$ cat config.mk
export PLATFORM = sky130hd
export DESIGN_NAME = qppg_ctrl
export DESIGN_NICKNAME = d
export VERILOG_FILES = /design/src/rtl/qppg_pkg.sv /design/src/rtl/qppg_ctrl.sv
export SDC_FILE = /design/constraint.sdc
export NUM_CORES = 1
export LEC_CHECK = 0
export BUFFER_PORTS_ARGS = -buffer_cell sky130_fd_sc_hd__buf_2
export CORE_UTILIZATION = 41
export CTS_BUF_LIST = sky130_fd_sc_hd__clkbuf_16
export DETAILED_ROUTE_END_ITERATION = 12
export PLACE_DENSITY = 0.68
export SYNTH_ARGS = -nofsm -noshare
export SYNTH_HDL_FRONTEND = slang
export SYNTH_SLANG_ARGS = --single-unit
$ cat constraint.sdc
create_clock -name clk -period 2.2 [get_ports clk]
set_clock_uncertainty 0.15 [all_clocks]
set_input_delay 0.11 -clock clk [delete_from_list [all_inputs] [get_ports clk]]
set_output_delay 0.11 -clock clk [all_outputs]
set_load 0.02 [all_outputs]
$ cat src/rtl/qppg_pkg.sv
package qppg_pkg;

  // default configuration
  localparam int MAX_STEPS_DEF  = 63;
  localparam int ANGLE_BITS_DEF = 16;

  // fixed-point formats
  localparam int TRIG_BITS    = 30;
  localparam int T_BITS       = 24;
  localparam int CORDIC_ITERS = 24;
  localparam int CORDIC_W     = 34;
  localparam int ACC_W        = 40;
  localparam int MB_W         = 32;
  localparam int PROD_W       = ACC_W + MB_W;
  localparam int CNT_W        = 5;
  localparam logic signed [CORDIC_W-1:0] CORDIC_GAIN_INV = 34'sd652032874;

  // pipelined multiply schedules
  localparam int SCALE_LAST  = 4;
  localparam int HORNER_LAST = 10;

  // polynomial coefficient weights
  localparam int A3_D  = 10;
  localparam int A3_V0 = -6;
  localparam int A3_V1 = -4;
  localparam int A4_D  = -15;
  localparam int A4_V0 = 8;
  localparam int A4_V1 = 7;
  localparam int A5_D  = 6;
  localparam int A5_V0 = -3;
  localparam int A5_V1 = -3;

  typedef enum logic [3:0] {
    OP_NONE,
    OP_LOAD,
    OP_CSTEP,
    OP_CSWAP,
    OP_CSTORE,
    OP_SCALE,
    OP_COEF,
    OP_DIV,
    OP_HORNER,
    OP_EMIT
  } op_t;

  typedef struct packed {
    op_t              op;
    logic [CNT_W-1:0] cnt;
  } cmd_t;

  typedef struct packed {
    logic is_last;
  } status_t;

  // arctangent table, units of 2^-32 turn
  function automatic logic [31:0] atan_turn(input logic [CNT_W-1:0] k);
    logic [31:0] r;
    case (k)
      5'd0:  r = 32'd536870912;
      5'd1:  r = 32'd316933406;
      5'd2:  r = 32'd167458907;
      5'd3:  r = 32'd85004756;
      5'd4:  r = 32'd42667331;
      5'd5:  r = 32'd21354465;
      5'd6:  r = 32'd10679838;
      5'd7:  r = 32'd5340245;
      5'd8:  r = 32'd2670163;
      5'd9:  r = 32'd1335087;
      5'd10: r = 32'd667544;
      5'd11: r = 32'd333772;
      5'd12: r = 32'd166886;
      5'd13: r = 32'd83443;
      5'd14: r = 32'd41722;
      5'd15: r = 32'd20861;
      5'd16: r = 32'd10430;
      5'd17: r = 32'd5215;
      5'd18: r = 32'd2608;
      5'd19: r = 32'd1304;
      5'd20: r = 32'd652;
      5'd21: r = 32'd326;
      5'd22: r = 32'd163;
      5'd23: r = 32'd81;
      default: r = 32'd0;
    endcase
    return r;
  endfunction

endpackage

$ cat src/rtl/qppg_ctrl.sv
module qppg_ctrl (
  input  logic              clk,
  input  logic              rst,
  input  logic              in_valid,
  output logic              in_stall,
  output logic              out_valid,
  input  logic              out_stall,
  input  qppg_pkg::status_t st,
  output qppg_pkg::cmd_t    cmd
);

  typedef enum logic [7:0] {
    S_IDLE   = 8'b0000_0001,
    S_CORD   = 8'b0000_0010,
    S_CSTORE = 8'b0000_0100,
    S_SCALE  = 8'b0000_1000,
    S_COEF   = 8'b0001_0000,
    S_DIV    = 8'b0010_0000,
    S_HORNER = 8'b0100_0000,
    S_EMIT   = 8'b1000_0000
  } state_t;

  state_t                     state, state_next;
  logic [qppg_pkg::CNT_W-1:0] cnt, cnt_next;
  logic                       sel, sel_next;
  logic                       out_load;
  logic                       out_valid_next;

  assign in_stall = (state != S_IDLE);

  // sequencing of the segment work
  always_comb begin
    state_next = state;
    cnt_next   = cnt;
    sel_next   = sel;
    out_load   = 1'b0;
    cmd.op     = qppg_pkg::OP_NONE;
    cmd.cnt    = cnt;
    case (state)
      S_IDLE: begin
        if (in_valid) begin
          cmd.op     = qppg_pkg::OP_LOAD;
          state_next = S_CORD;
          cnt_next   = '0;
          sel_next   = 1'b0;
        end
      end
      S_CORD: begin
        cmd.op = qppg_pkg::OP_CSTEP;
        if (cnt == qppg_pkg::CNT_W'(qppg_pkg::CORDIC_ITERS - 1)) begin
          state_next = S_CSTORE;
          cnt_next   = '0;
        end else begin
          cnt_next = cnt + 1'b1;
        end
      end
      S_CSTORE: begin
        if (!sel) begin
          cmd.op     = qppg_pkg::OP_CSWAP;
          sel_next   = 1'b1;
          state_next = S_CORD;
        end else begin
          cmd.op     = qppg_pkg::OP_CSTORE;
          state_next = S_SCALE;
        end
        cnt_next = '0;
      end
      S_SCALE: begin
        cmd.op = qppg_pkg::OP_SCALE;
        if (cnt == qppg_pkg::CNT_W'(qppg_pkg::SCALE_LAST)) begin
          state_next = S_COEF;
          cnt_next   = '0;
        end else begin
          cnt_next = cnt + 1'b1;
        end
      end
      S_COEF: begin
        cmd.op     = qppg_pkg::OP_COEF;
        state_next = S_DIV;
        cnt_next   = '0;
      end
      S_DIV: begin
        cmd.op = qppg_pkg::OP_DIV;
        if (cnt == qppg_pkg::CNT_W'(qppg_pkg::T_BITS)) begin
          state_next = S_HORNER;
          cnt_next   = '0;
        end else begin
          cnt_next = cnt + 1'b1;
        end
      end
      S_HORNER: begin
        cmd.op = qppg_pkg::OP_HORNER;
        if (cnt == qppg_pkg::CNT_W'(qppg_pkg::HORNER_LAST)) begin
          state_next = S_EMIT;
          cnt_next   = '0;
        end else begin
          cnt_next = cnt + 1'b1;
        end
      end
      S_EMIT: begin
        if (!out_valid || !out_stall) begin
          out_load   = 1'b1;
          cmd.op     = qppg_pkg::OP_EMIT;
          state_next = st.is_last ? S_IDLE : S_HORNER;
        end
        cnt_next = '0;
      end
      default: begin
        state_next = S_IDLE;
      end
    endcase
  end

  // output register valid
  always_comb begin
    if (out_load) begin
      out_valid_next = 1'b1;
    end else if (!out_stall) begin
      out_valid_next = 1'b0;
    end else begin
      out_valid_next = out_valid;
    end
  end

  always_ff @(posedge clk) begin
    if (rst) begin
      state     <= S_IDLE;
      cnt       <= '0;
      sel       <= 1'b0;
      out_valid <= 1'b0;
    end else begin
      state     <= state_next;
      cnt       <= cnt_next;
      sel       <= sel_next;
      out_valid <= out_valid_next;
    end
  end

  a_start: assert property (@(posedge clk) disable iff (rst)
    (state == S_IDLE && in_valid) |=> (state == S_CORD && cnt == '0))
    else $error("segment start did not enter the cordic phase");

  a_hold: assert property (@(posedge clk) disable iff (rst)
    (state == S_EMIT && out_valid && out_stall) |=> (state == S_EMIT))
    else $error("point emitted over a held output");

  a_horner_done: assert property (@(posedge clk) disable iff (rst)
    (state == S_HORNER && cnt == qppg_pkg::CNT_W'(qppg_pkg::HORNER_LAST))
      |=> (state == S_EMIT))
    else $error("evaluation did not lead to emit");

  a_finish: assert property (@(posedge clk) disable iff (rst)
    (state == S_EMIT && out_load && st.is_last) |=> (state == S_IDLE && out_valid))
    else $error("segment did not finish after its last point");

endmodule

Word-level counts from Yosys, hierarchy flattened
Index checks and enable logic that the tools add are counted.
{"block": "totals", "reg_bits": 15, "inputBits": 5}
{"block": "op_classes", "n_addsub": 1, "eq_ne": 20, "mux": 25, "n_reduce_logical": 9}
{"operator": "one-hot mux 8 bit (8 select lines)", "n": 1}
{"operator": "two-way mux 8 bit", "n": 6}
{"operator": "one-hot mux 4 bit (8 select lines)", "n": 1}
{"operator": "one-hot mux 5 bit (6 select lines)", "n": 1}
{"operator": "two-way mux 5 bit", "n": 5}
{"operator": "!= test 2 bit (second input constant)", "n": 6}
{"operator": "equality test 5 bit (second input constant)", "n": 2}
{"operator": "equality test 8 x 1 -> 1 bit (second input constant)", "n": 1}
{"operator": "equality test 8 x 2 -> 1 bit (second input constant)", "n": 1}
{"operator": "equality test 8 x 3 -> 1 bit (second input constant)", "n": 1}
{"operator": "equality test 8 x 4 -> 1 bit (second input constant)", "n": 1}
{"operator": "equality test 8 x 5 -> 1 bit (second input constant)", "n": 1}
{"operator": "equality test 8 x 6 -> 1 bit (second input constant)", "n": 1}
{"operator": "equality test 8 x 7 -> 1 bit (second input constant)", "n": 1}
{"operator": "equality test 8 bit (second input constant)", "n": 1}
{"operator": "two-way mux 4 bit", "n": 2}
{"operator": "!= test 8 x 1 -> 1 bit (second input constant)", "n": 1}
{"operator": "two-way mux 7 bit", "n": 1}
{"operator": "two-way mux 1 bit", "n": 6}
{"operator": "AND reduction 6 bit", "n": 1}
{"operator": "nonzero test 6 bit", "n": 1}
{"operator": "adder 5 x 1 -> 5 bit (second input constant)", "n": 1}
{"operator": "equality test 5 x 3 -> 1 bit (second input constant)", "n": 1}
{"operator": "equality test 5 x 4 -> 1 bit (second input constant)", "n": 1}
{"operator": "8 further kinds", "n": 10}

Longest topological paths before layout
Gate-level depths: netlist (run 1).
{"block": "logic_depth", "word_depth": 5, "ltp_mapped": 8, "ltp_nobuf": 7}

Worst setup path after synthesis (run 1)
No wires, ideal clock.
{"block": "synth_path", "path_type": "reg-to-reg", "from": "register cnt[1] (netlist name)", "to": "register cnt[4] (netlist name)", "setup_ps": 122, "arrival_time_ps": 1722, "t_required_ps": 1928, "path_slack_ps": 206, "path_stages_with_launch": 8, "n_path_buf": 1, "path_cell_list": "dfxtp_1 -> ha_1 -> nand4b_1 -> and3_1 -> and4b_1 -> buf_6 -> nor2_1 -> a221o_1"}
{"block": "synth_via", "elab_chain_len": 3, "word_cells_on_any_way": 10}
{"item": "from (decl)", "line_no": "qppg_ctrl.sv:24", "text": "logic [qppg_pkg::CNT_W-1:0] cnt, cnt_next;"}
{"item": "from (signal assigned)", "line_no": "qppg_ctrl.sv:133", "text": "cnt <= cnt_next;"}
{"item": "adder 5 x 1 -> 5 bit, or another cell as far along"}
{"item": "two-way mux 5 bit, on equally long branches"}
{"item": "one-hot mux 5 bit (6 select lines) *", "line_no": "qppg_ctrl.sv:39", "text": "case (state)"}
Mark *: on every way between the ends. The rest lies on a longest branch, timed or not.
A chain may end at the register's enable or synchronous reset.

==> metrics.txt, run 1 <==
status completed; Hold Violations, Final 0; Mapped Cells 126; GR Util All Layers 0.2269; Min Hold Slack 68.48 ps; Critical-path top delay cell dfxtp_1; Required @ worst endpoint 1940 ps; type of the worst min-delay path in2reg; Synth Net Count 134; ANT cells 0; Tightest Pin Transition 498.8 ps; Ports 16; number of global-route vias before repair 963; Syn Area/Cell 8.480 um^2; Worst Setup End Kind output port; DR WL/cell 15.82 um; CP Launch Type register; aggregate routed wire length 2705 um; clk buf depth 2; fraction of registers with async set/reset 0; Via density 6.088; Synth area leaders dfxtp_1 28%, nor4_4 6.0%, nand3_1 5.2%; Clk Latency, worst-skew pair 250 ps; Area growth syn-to-layout 15.93%; Final WS setup 109.4 ps; DR DRC count 0; met2 WL 1280 um; Max-slew headroom 0.6646; leakage power total 0.0004963 uW; Final #Nets 150; Worst Setup Path Type reg2out; first drt pass iteration count 5; Max Cap Viol 0; vias 1041; Chip Width 53.05 um; Num CTS Buffers 3; # setup viols final 0; H-Tree Depth 1; # port buffers 15; RSZ-0062 raised after global routing no; setup TNS 0 ps; site row count 18; most instantiated cells after synthesis 15 x dfxtp_1, 11 x nand3_1, 9 x nor2_1; Post-synth EDFFs 0; met3 WL 228 um; minimum clock period 2091 ps; met1 wire length 1130 um; Crit path largest cell delay 530 ps; Fmax 0.4783 GHz; worst path cell trace nor2b_1 > a21oi_1 > nor3b_1 > a31oi_1 > o21ai_0 > buf_2; sequential area share after synthesis 0.2810; Die Y 53.05 um; Root Driver clkbuf_16; RD Place Congestion 0.8271; Clock Pin Slew Worst Setup and Hold Paths 50 ps; PwrDens 877.7 mW/mm^2; CTS tree yes; Filler cells 250; Main synth FF type dfxtp_1; Yosys cell types 43; fin util 0.5000; highest metal used met4; crit-path max FO 9; core area 0.002477 mm^2; HPWL after DPL 2013 um; setup bufs post-CTS 0; Slew Limit Fails 0; DR iter-0 viols 34; leading area contributor after synthesis dfxtp_1; Pwr Total 1087 uW; synthesized area 0.001069 mm^2; first-pass GRT wire length 4450 um; delay-heaviest family, CP flip-flops; GRT overflow 0; period utilization 0.9503; Die Area 0.002814 mm^2; initial antenna violation count 0; Post-Place Worst Slack 118.7 ps; Syn. warnings 0; fraction of layout cells with a size suffix above 1 0.2270; post-route ant nets 0; Initial Utilization 0.4313; Arr. time, crit path 1830 ps; crit path buf inv count 1; Peak VDD IR 0.5836 mV; clock sink total 15; largest net degree at the start of global routing 15; Seq cells post-synth 15; top-area cell type share of the netlist area 0.2810; top-count cell post-synth dfxtp_1
## sequential cells by signal, summed over array words and instances, names as in the netlist
name,cells
state,8
cnt,5
out_valid,1
sel,1
## per-stage QoR
step / instance area [um^2] / cells
5_1_grt: 1239 / 171
3_5_place_dp: 1145 / 166
3_3_place_gp: 1145 / 166
4_1_cts: 1235 / 171
6_report: 1239 / 171
2_1_floorplan: 1069 / 126
## metal layers
| metal | global-route usage | vias up |
|---|---|---|
| li1 | - | 504 |
| met1 | 0.2590 | 480 |
| met2 | 0.3861 | 50 |
| met3 | 0.05460 | 7 |
| met4 | 0.1184 | 0 |
| met5 | 0 | - |
## cell usage in the layout (no fill, tap or decap), types with 4 or more instances in the layout
cell and instances:
dfxtp_1 15, buf_2 15, nand3_1 11, nor2_1 9, a21oi_1 8, nand2_1 7, o21ai_0 6, inv_1 4
nor3_1 4, nand4_1 4
## cell families after synthesis
family          after synthesis  share of synthesized area
compound gates               32                     0.2038
fa+ha+maj                     3                    0.03513
buf+inv                      12                    0.06909
flops                        15                     0.2810
xor+xnor                      3                    0.02459
simple gates                 61                     0.3864
## power by group
part	leakage, uW	total [uW]	switching, uW	internal, uW
clock	0.0000409	369	126	244
sequential	0.000121	339	46.8	293
combinational	0.000334	378	234	144
## worst register-to-register path: stages (launching register included)
cell      delay, ps
dfxtp_1         410
ha_1            240
nand4b_1        110
and3_1          210
and4b_2         400
nor2_1          100
a221o_1         300
## worst paths after layout
path | start | endpoint | slack, ps | depth (start not counted)
setup / recovery | state[3] | cmd[7] | 110 | 6
hold / removal | rst | state[1] | 70 | 2
setup reg to reg | cnt[1] | cnt[4] | 170 | 6
hold reg to reg | out_valid | state[7] | 340 | 2
## cell type report
type | instances | area (um^2) | share of cell area
Multi-Input combinational cell | 99 | 698.2 | 0.5636
Sequential cell | 15 | 300.3 | 0.2424
Timing Repair Buffer | 19 | 107.6 | 0.08687
Clock buffer | 3 | 75.07 | 0.06061
Tap cell | 30 | 37.54 | 0.03030
Inverter | 4 | 15.01 | 0.01212
Clock inverter | 1 | 5.005 | 0.004040
## repair_timing
item | 4_1_cts | 5_1_grt
hold buffers | 1 | 0
resized for setup | 0 | 3
endpoints found under the setup margin | 0 | 4
endpoints found under the hold margin | 1 | 0
No activity file was read; power rests on OpenSTA's default activity.
==> run 2: changes to the inputs <==
Settings changed: ABC_AREA set to 1, PLACE_DENSITY 0.68 to 0.66.
==> metrics.txt, run 2 <==
most instantiated cells after synthesis 70 x nand2_1, 53 x nor2_1, 25 x inv_1 (was 15 x dfxtp_1, 11 x nand3_1, 9 x nor2_1); top-area cell type share of the netlist area 0.2204 (was 0.2810); clock sink total 15 (unchanged); Area growth syn-to-layout 15.61% (was 15.93%); Required @ worst endpoint 2200 ps (was 1940 ps); post-route ant nets 0 (unchanged); Filler cells 340 (was 250); synthesized area 0.001363 mm^2 (was 0.001069 mm^2); Arr. time, crit path 1840 ps (was 1830 ps); most frequent cells in the layout 70 x nand2_1, 53 x nor2_1, 25 x inv_1, 19 x nand3_1 (was 15 x dfxtp_1, 15 x buf_2, 11 x nand3_1, 9 x nor2_1, 8 x a21oi_1); crit-path max FO 10 (was 9); Worst Setup Path Type reg2reg (was reg2out); Max Cap Viol 0 (unchanged); CTS tree yes (unchanged); top-count cell post-synth nand2_1 (was dfxtp_1); leakage power total 0.0008148 uW (was 0.0004963 uW); fin util 0.5077 (was 0.5000); sequential area share after synthesis 0.2204 (was 0.2810); core area 0.003103 mm^2 (was 0.002477 mm^2); Ports 16 (unchanged); Via density 4.711 (was 6.088); Mapped Cells 239 (was 126); number of global-route vias before repair 1242 (was 963); GR Util All Layers 0.2068 (was 0.2269); Fmax 0.5439 GHz (was 0.4783 GHz); Seq cells post-synth 15 (unchanged); worst path cell trace inv_1 > ha_1 > nand2_1 > nor2_4 > inv_1 > nand2_2 > nand2_2 > nor2_4 > nand2_2 > nor3_1 (was nor2b_1 > a21oi_1 > nor3b_1 > a31oi_1 > o21ai_0 > buf_2); Synth area leaders dfxtp_1 22%, nand2_1 19%, nor2_1 15% (was dfxtp_1 28%, nor4_4 6.0%, nand3_1 5.2%); first-pass GRT wire length 5540 um (was 4450 um); Tightest Pin Transition 372.3 ps (was 498.8 ps); max FFs per register 8 (unchanged); first drt pass iteration count 4 (was 5); Initial Utilization 0.4391 (was 0.4313); Syn. warnings 0 (unchanged); area of the multi-input gates 945.9 um^2 (was 698.2 um^2); aggregate routed wire length 3297 um (was 2705 um); Synth Net Count 247 (was 134); crit path buf inv count 2 (was 1); DR DRC count 0 (unchanged); Die Area 0.003558 mm^2 (was 0.002814 mm^2); minimum clock period 1839 ps (was 2091 ps); Hold Violations, Final 0 (unchanged); site row count 20 (was 18); Die Y 59.65 um (was 53.05 um); Pwr Total 1728 uW (was 1087 uW); Crit path largest cell delay 390 ps (was 530 ps); Peak VDD IR 0.6469 mV (was 0.5836 mV); RD Place Congestion 0.8323 (was 0.8271); status completed (unchanged); Syn Area/Cell 5.701 um^2 (was 8.480 um^2); register area 300.3 um^2 (unchanged); period utilization 0.8357 (was 0.9503); setup TNS 0 ps (unchanged); # port buffers 15 (unchanged); ANT cells 0 (unchanged); # setup viols final 0 (unchanged); Post-synth EDFFs 0 (unchanged); Main synth FF type dfxtp_1 (unchanged); Max-slew headroom 0.7509 (was 0.6646); Largest regs state x8, cnt x5 (unchanged); clk buf depth 2 (unchanged); DR iter-0 viols 62 (was 34); Yosys cell types 18 (was 43); initial antenna violation count 0 (unchanged); most frequent CP cell nand2_2; vias 1418 (was 1041); type of the worst min-delay path in2reg (unchanged); Num CTS Buffers 3 (unchanged); CP Launch Type register (unchanged); Root Driver clkbuf_16 (unchanged); H-Tree Depth 1 (unchanged); Clock Pin Slew Worst Setup and Hold Paths 50 ps (about the same); Worst Setup End Kind register (was output port); fraction of registers with async set/reset 0 (unchanged); largest net degree at the start of global routing 11 (was 15); Clk Latency, worst-skew pair 250 ps (about the same); RSZ-0062 raised after global routing no (unchanged); fraction of layout cells with a size suffix above 1 0.2140 (was 0.2270); Chip Width 59.65 um (was 53.05 um); delay-heaviest family, CP simple AND/OR/NAND/NOR gates (was flip-flops); PwrDens 1097 mW/mm^2 (was 877.7 mW/mm^2); GRT overflow 0 (unchanged); Slew Limit Fails 0 (unchanged); Top reg by flops state (unchanged); HPWL after DPL 2644 um (was 2013 um); Final #Nets 266 (was 150); DR WL/cell 10.95 um (was 15.82 um); commonest non-fill, non-tap cell in the layout nand2_1; Critical-path top delay cell dfxtp_1 (unchanged); leading area contributor after synthesis dfxtp_1 (unchanged)
-- run 2: changes by cell type in the layout (fill, tap and decap cells not counted), moves of 4 or more --
cell | before | now
nor2_1 | 9 | 53
nand2_4 | 0 | 5
nand2_2 | 0 | 13
nand3_1 | 11 | 19
nor2_2 | 0 | 5
nand2_1 | 7 | 70
inv_1 | 4 | 25
nor2_4 | 0 | 8
o21ai_0 | 6 | 1
inv_2 | 0 | 4
-- run 2: final timing paths --
check / slack (ps) / end / depth (start not counted) / startpoint
max reg2reg: 360 / state[2] / 10 / cnt[0]
min reg2reg: 340 / sel / 2 / sel
min: 30 / sel / 4 / in_valid
max: 360 / state[2] / 10 / cnt[0]
-- run 2: kinds of logic (layout without fill, tap and decap cells) --
family / after synthesis / count (layout) / synth area share
AOI/OAI and AO/OA: 12 / 12 / 0.04683
buffers and inverters: 31 / 49 / 0.08539
and+or+nand+nor: 178 / 178 / 0.6198
DFF: 15 / 15 / 0.2204
adders and majority gates: 3 / 3 / 0.02755
-- run 2: area by class of cell --
cell class | instances | share of cell area
flip-flops and latches | 15 | 0.1906
inverters | 29 | 0.06910
clock buffers | 3 | 0.04766
well taps | 44 | 0.03495
repair buffers | 16 | 0.05401
clock inverters | 1 | 0.003177
multi-input cells | 193 | 0.6005
-- run 2: report_power, final --
| part | total [uW] | internal (uW) | leakage, uW | switching [uW] |
|---|---|---|---|---|
| Combinational | 956 | 325 | 0.000651 | 631 |
| Clock | 357 | 243 | 0.0000409 | 114 |
| Sequential | 415 | 326 | 0.000122 | 88.3 |
-- run 2: what timing repair did --
action                    4_1_cts  5_1_grt
buffers inserted                0        0
hold endpoints to repair        5        0
hold buffers                    1        0
gates resized for setup         0        0
-- run 2: worst reg2reg max path, delay by kind of cell (launching register included) --
family | cells | cell delay [ps]
and+or+nand+nor | 7 | 830
DFF | 1 | 390
buffers and inverters | 2 | 210
adders and majority gates | 1 | 170
-- run 2: metrics by stage --
stage | instances | instance area, um^2 | setup WS [ps] | hold WS, ps
global route | 301 | 1575 | 177.9 | 62.68
CTS | 301 | 1575 | 365.5 | 39.12
detailed placement | 296 | 1485 | 384.7 | 233.8
global placement | 296 | 1485 | 397.8 | 233.4
finish | 301 | 1575 | 361.4 | 34.67
floorplan | 239 | 1363 | 326.8 | 155.2
-- run 2: metal layers --
| metal | vias up | track usage | part of all wire |
|---|---|---|---|
| li1 | 769 | - | - |
| met1 | 616 | 0.3143 | 0.51 |
| met2 | 29 | 0.3000 | 0.43 |
| met3 | 4 | 0.03247 | 0.043 |
| met4 | 0 | 0.05316 | 0.010 |
| met5 | - | 0 | 0 |
==> run 3: changes to the inputs <==
Clock period 2.2 ns to 1.75 ns, I/O delays scaled along.
==> metrics.txt, run 3 (synthesis results as in run 2) <==
status completed (unchanged); clk buf depth 2 (unchanged); Worst Setup End Kind output port (was register); fin area 0.001743 mm^2 (was 0.001575 mm^2); Required @ worst endpoint 1510 ps (was 2200 ps); Die Area 0.003558 mm^2 (unchanged); # port buffers 15 (unchanged); H-Tree Depth 1 (unchanged); Fmax 0.5843 GHz; core area 0.003103 mm^2 (unchanged); HPWL after DPL 2736 um (was 2644 um); Ports 16 (unchanged); Initial Utilization 0.4391 (unchanged); max FFs per register 8 (unchanged); DR iter-0 viols 76 (was 62); post-route ant nets 0 (unchanged); GR Util All Layers 0.2092 (was 0.2068); PwrDens 1347 mW/mm^2 (was 1097 mW/mm^2); ANT cells 0 (unchanged); Tightest Pin Transition 245.3 ps (was 372.3 ps); vias 1495 (was 1418); Worst Setup Path Type reg2out (was reg2reg); Clk Latency, worst-skew pair 240 ps (was 250 ps); first drt pass iteration count 4 (unchanged); Max Cap Viol 0 (unchanged); type of the worst min-delay path in2reg (unchanged); number of global-route vias before repair 1242 (unchanged); Final #Nets 278 (was 266); commonest non-fill, non-tap cell in the layout nand2_1 (unchanged); Min Hold Slack 11.56 ps (was 34.67 ps); Top reg by flops state (unchanged); most frequent cells in the layout 66 x nand2_1, 48 x nor2_1, 19 x inv_1, 18 x nand3_1, 15 x nand2_2 (was 70 x nand2_1, 53 x nor2_1, 25 x inv_1, 19 x nand3_1); initial antenna violation count 0 (unchanged); fin util 0.5617 (was 0.5077); CP Launch Type register (unchanged); first-pass GRT wire length 5575 um (was 5540 um); Placed Area 0.001531 mm^2 (was 0.001485 mm^2); crit-path max FO 5 (was 10); Clock Pin Slew Worst Setup and Hold Paths 50 ps (about the same); area of the multi-input gates 0.001003 mm^2 (was 945.9 um^2); Sw Ratio 0.4713 (was 0.4824); RD Place Congestion 0.8278 (was 0.8323); Chip Width 59.65 um (unchanged); Filler cells 346 (was 340); # setup viols final 0 (unchanged); aggregate routed wire length 3571 um (was 3297 um); Arr. time, crit path 1470 ps (was 1840 ps); period utilization 0.9780; minimum clock period 1712 ps; Area growth syn-to-layout 27.92% (was 15.61%); Cell Int Power 1242 uW (was 894.3 uW); Num CTS Buffers 3 (unchanged); GRT overflow 0 (unchanged); Largest regs state x8, cnt x5 (unchanged); GR Util met1 0.3052 (was 0.3143); CTS tree yes (unchanged); Slew Limit Fails 0 (unchanged); clock network power share 0.188 (was 0.207); Post-Place Worst Slack 84.62 ps (was 384.7 ps); Via density 4.776 (was 4.711); Reg power frac 0.228 (was 0.240); GR peak layer met2 (was met1); clock sink total 15 (unchanged); largest net degree at the start of global routing 10 (was 11); register area 312.8 um^2 (was 300.3 um^2); site row count 20 (unchanged); Max-slew headroom 0.8362 (was 0.7509); Root Driver clkbuf_16 (unchanged); Global Route met2 Usage 0.3175 (was 0.3000); Hold Violations, Final 0 (unchanged); leakage power total 0.0008891 uW (was 0.0008148 uW); DR WL/cell 11.41 um (was 10.95 um); Switch Pwr 1107 uW (was 833.6 uW); Die Y 59.65 um (unchanged); Peak VDD IR 0.8235 mV (was 0.6469 mV); DR DRC count 0 (unchanged); Final WS setup 38.43 ps (was 361.4 ps); fraction of layout cells with a size suffix above 1 0.3383 (was 0.2140); Logic pwr share 0.584 (was 0.553); M3 GR Usage 0.02597 (was 0.03247)
run 3: cell count changes in the layout (fill, tap and decap cells not counted), moves of 5 or more:
cell and change:
nor2_1 -5, buf_4 +14, inv_1 -6, dfxtp_1 -6
inv_2 +5
run 3: repair_timing:
item / in CTS / in global routing
buffers inserted: 0 / 6
hold buffers: 1 / 0
endpoints found under the hold margin: 7 / 0
pin swaps: 1 / 10
setup endpoints to repair: 1 / 13
gates resized for setup: 2 / 31
run 3: through the flow:
step	setup TNS, ps	total power, uW	cells
floorplan	0	1471	239
global placement	0	1763	302
detailed placement	0	1765	302
CTS	0	2223	307
global route	-151.5	2531	313
finish	0	2348	313
run 3: critical path, stage by stage, from the launching register on:
cell and delay (ps):
dfxtp_4 370, inv_2 80, nand2_1 80, nor2_2 200
buf_4 150, nand3_1 80, nand3_1 100, buf_2 160
run 3: power by group through the flow:
stage                     combinational, uW  clock [uW]  sequential (uW)
after floorplan                         940           0              531
after global placement                 1250           0              510
after detailed placement               1250           0              512
after CTS                              1270         448              507
after global routing                   1530         459              547
final                                  1370         442              536
run 3: metal layers:
| layer | vias up | part of all wire |
|---|---|---|
| met4 | 0 | 0.011 |
| li1 | 792 | - |
| met1 | 663 | 0.49 |
| met3 | 4 | 0.045 |
| met2 | 36 | 0.45 |
| met5 | - | 0 |
run 3: path summary, 6_finish.rpt:
path / startpoint / endpoint / slack, ps / depth (start not counted)
worst min register to register: state[7] / state[7] / 370 / 2
worst max-delay path: state[1] / cmd[7] / 40 / 7
worst min-delay path: in_valid / sel / 10 / 4
worst max register to register: cnt[1] / state[1] / 130 / 11
run 3: layout make-up:
cell class	count	share of cell area
repair buffers	28	0.1034
inverters	29	0.06389
clock buffers	3	0.04307
multi-input cells	193	0.5757
flip-flops and latches	15	0.1795
well taps	44	0.03159
clock inverters	1	0.002872
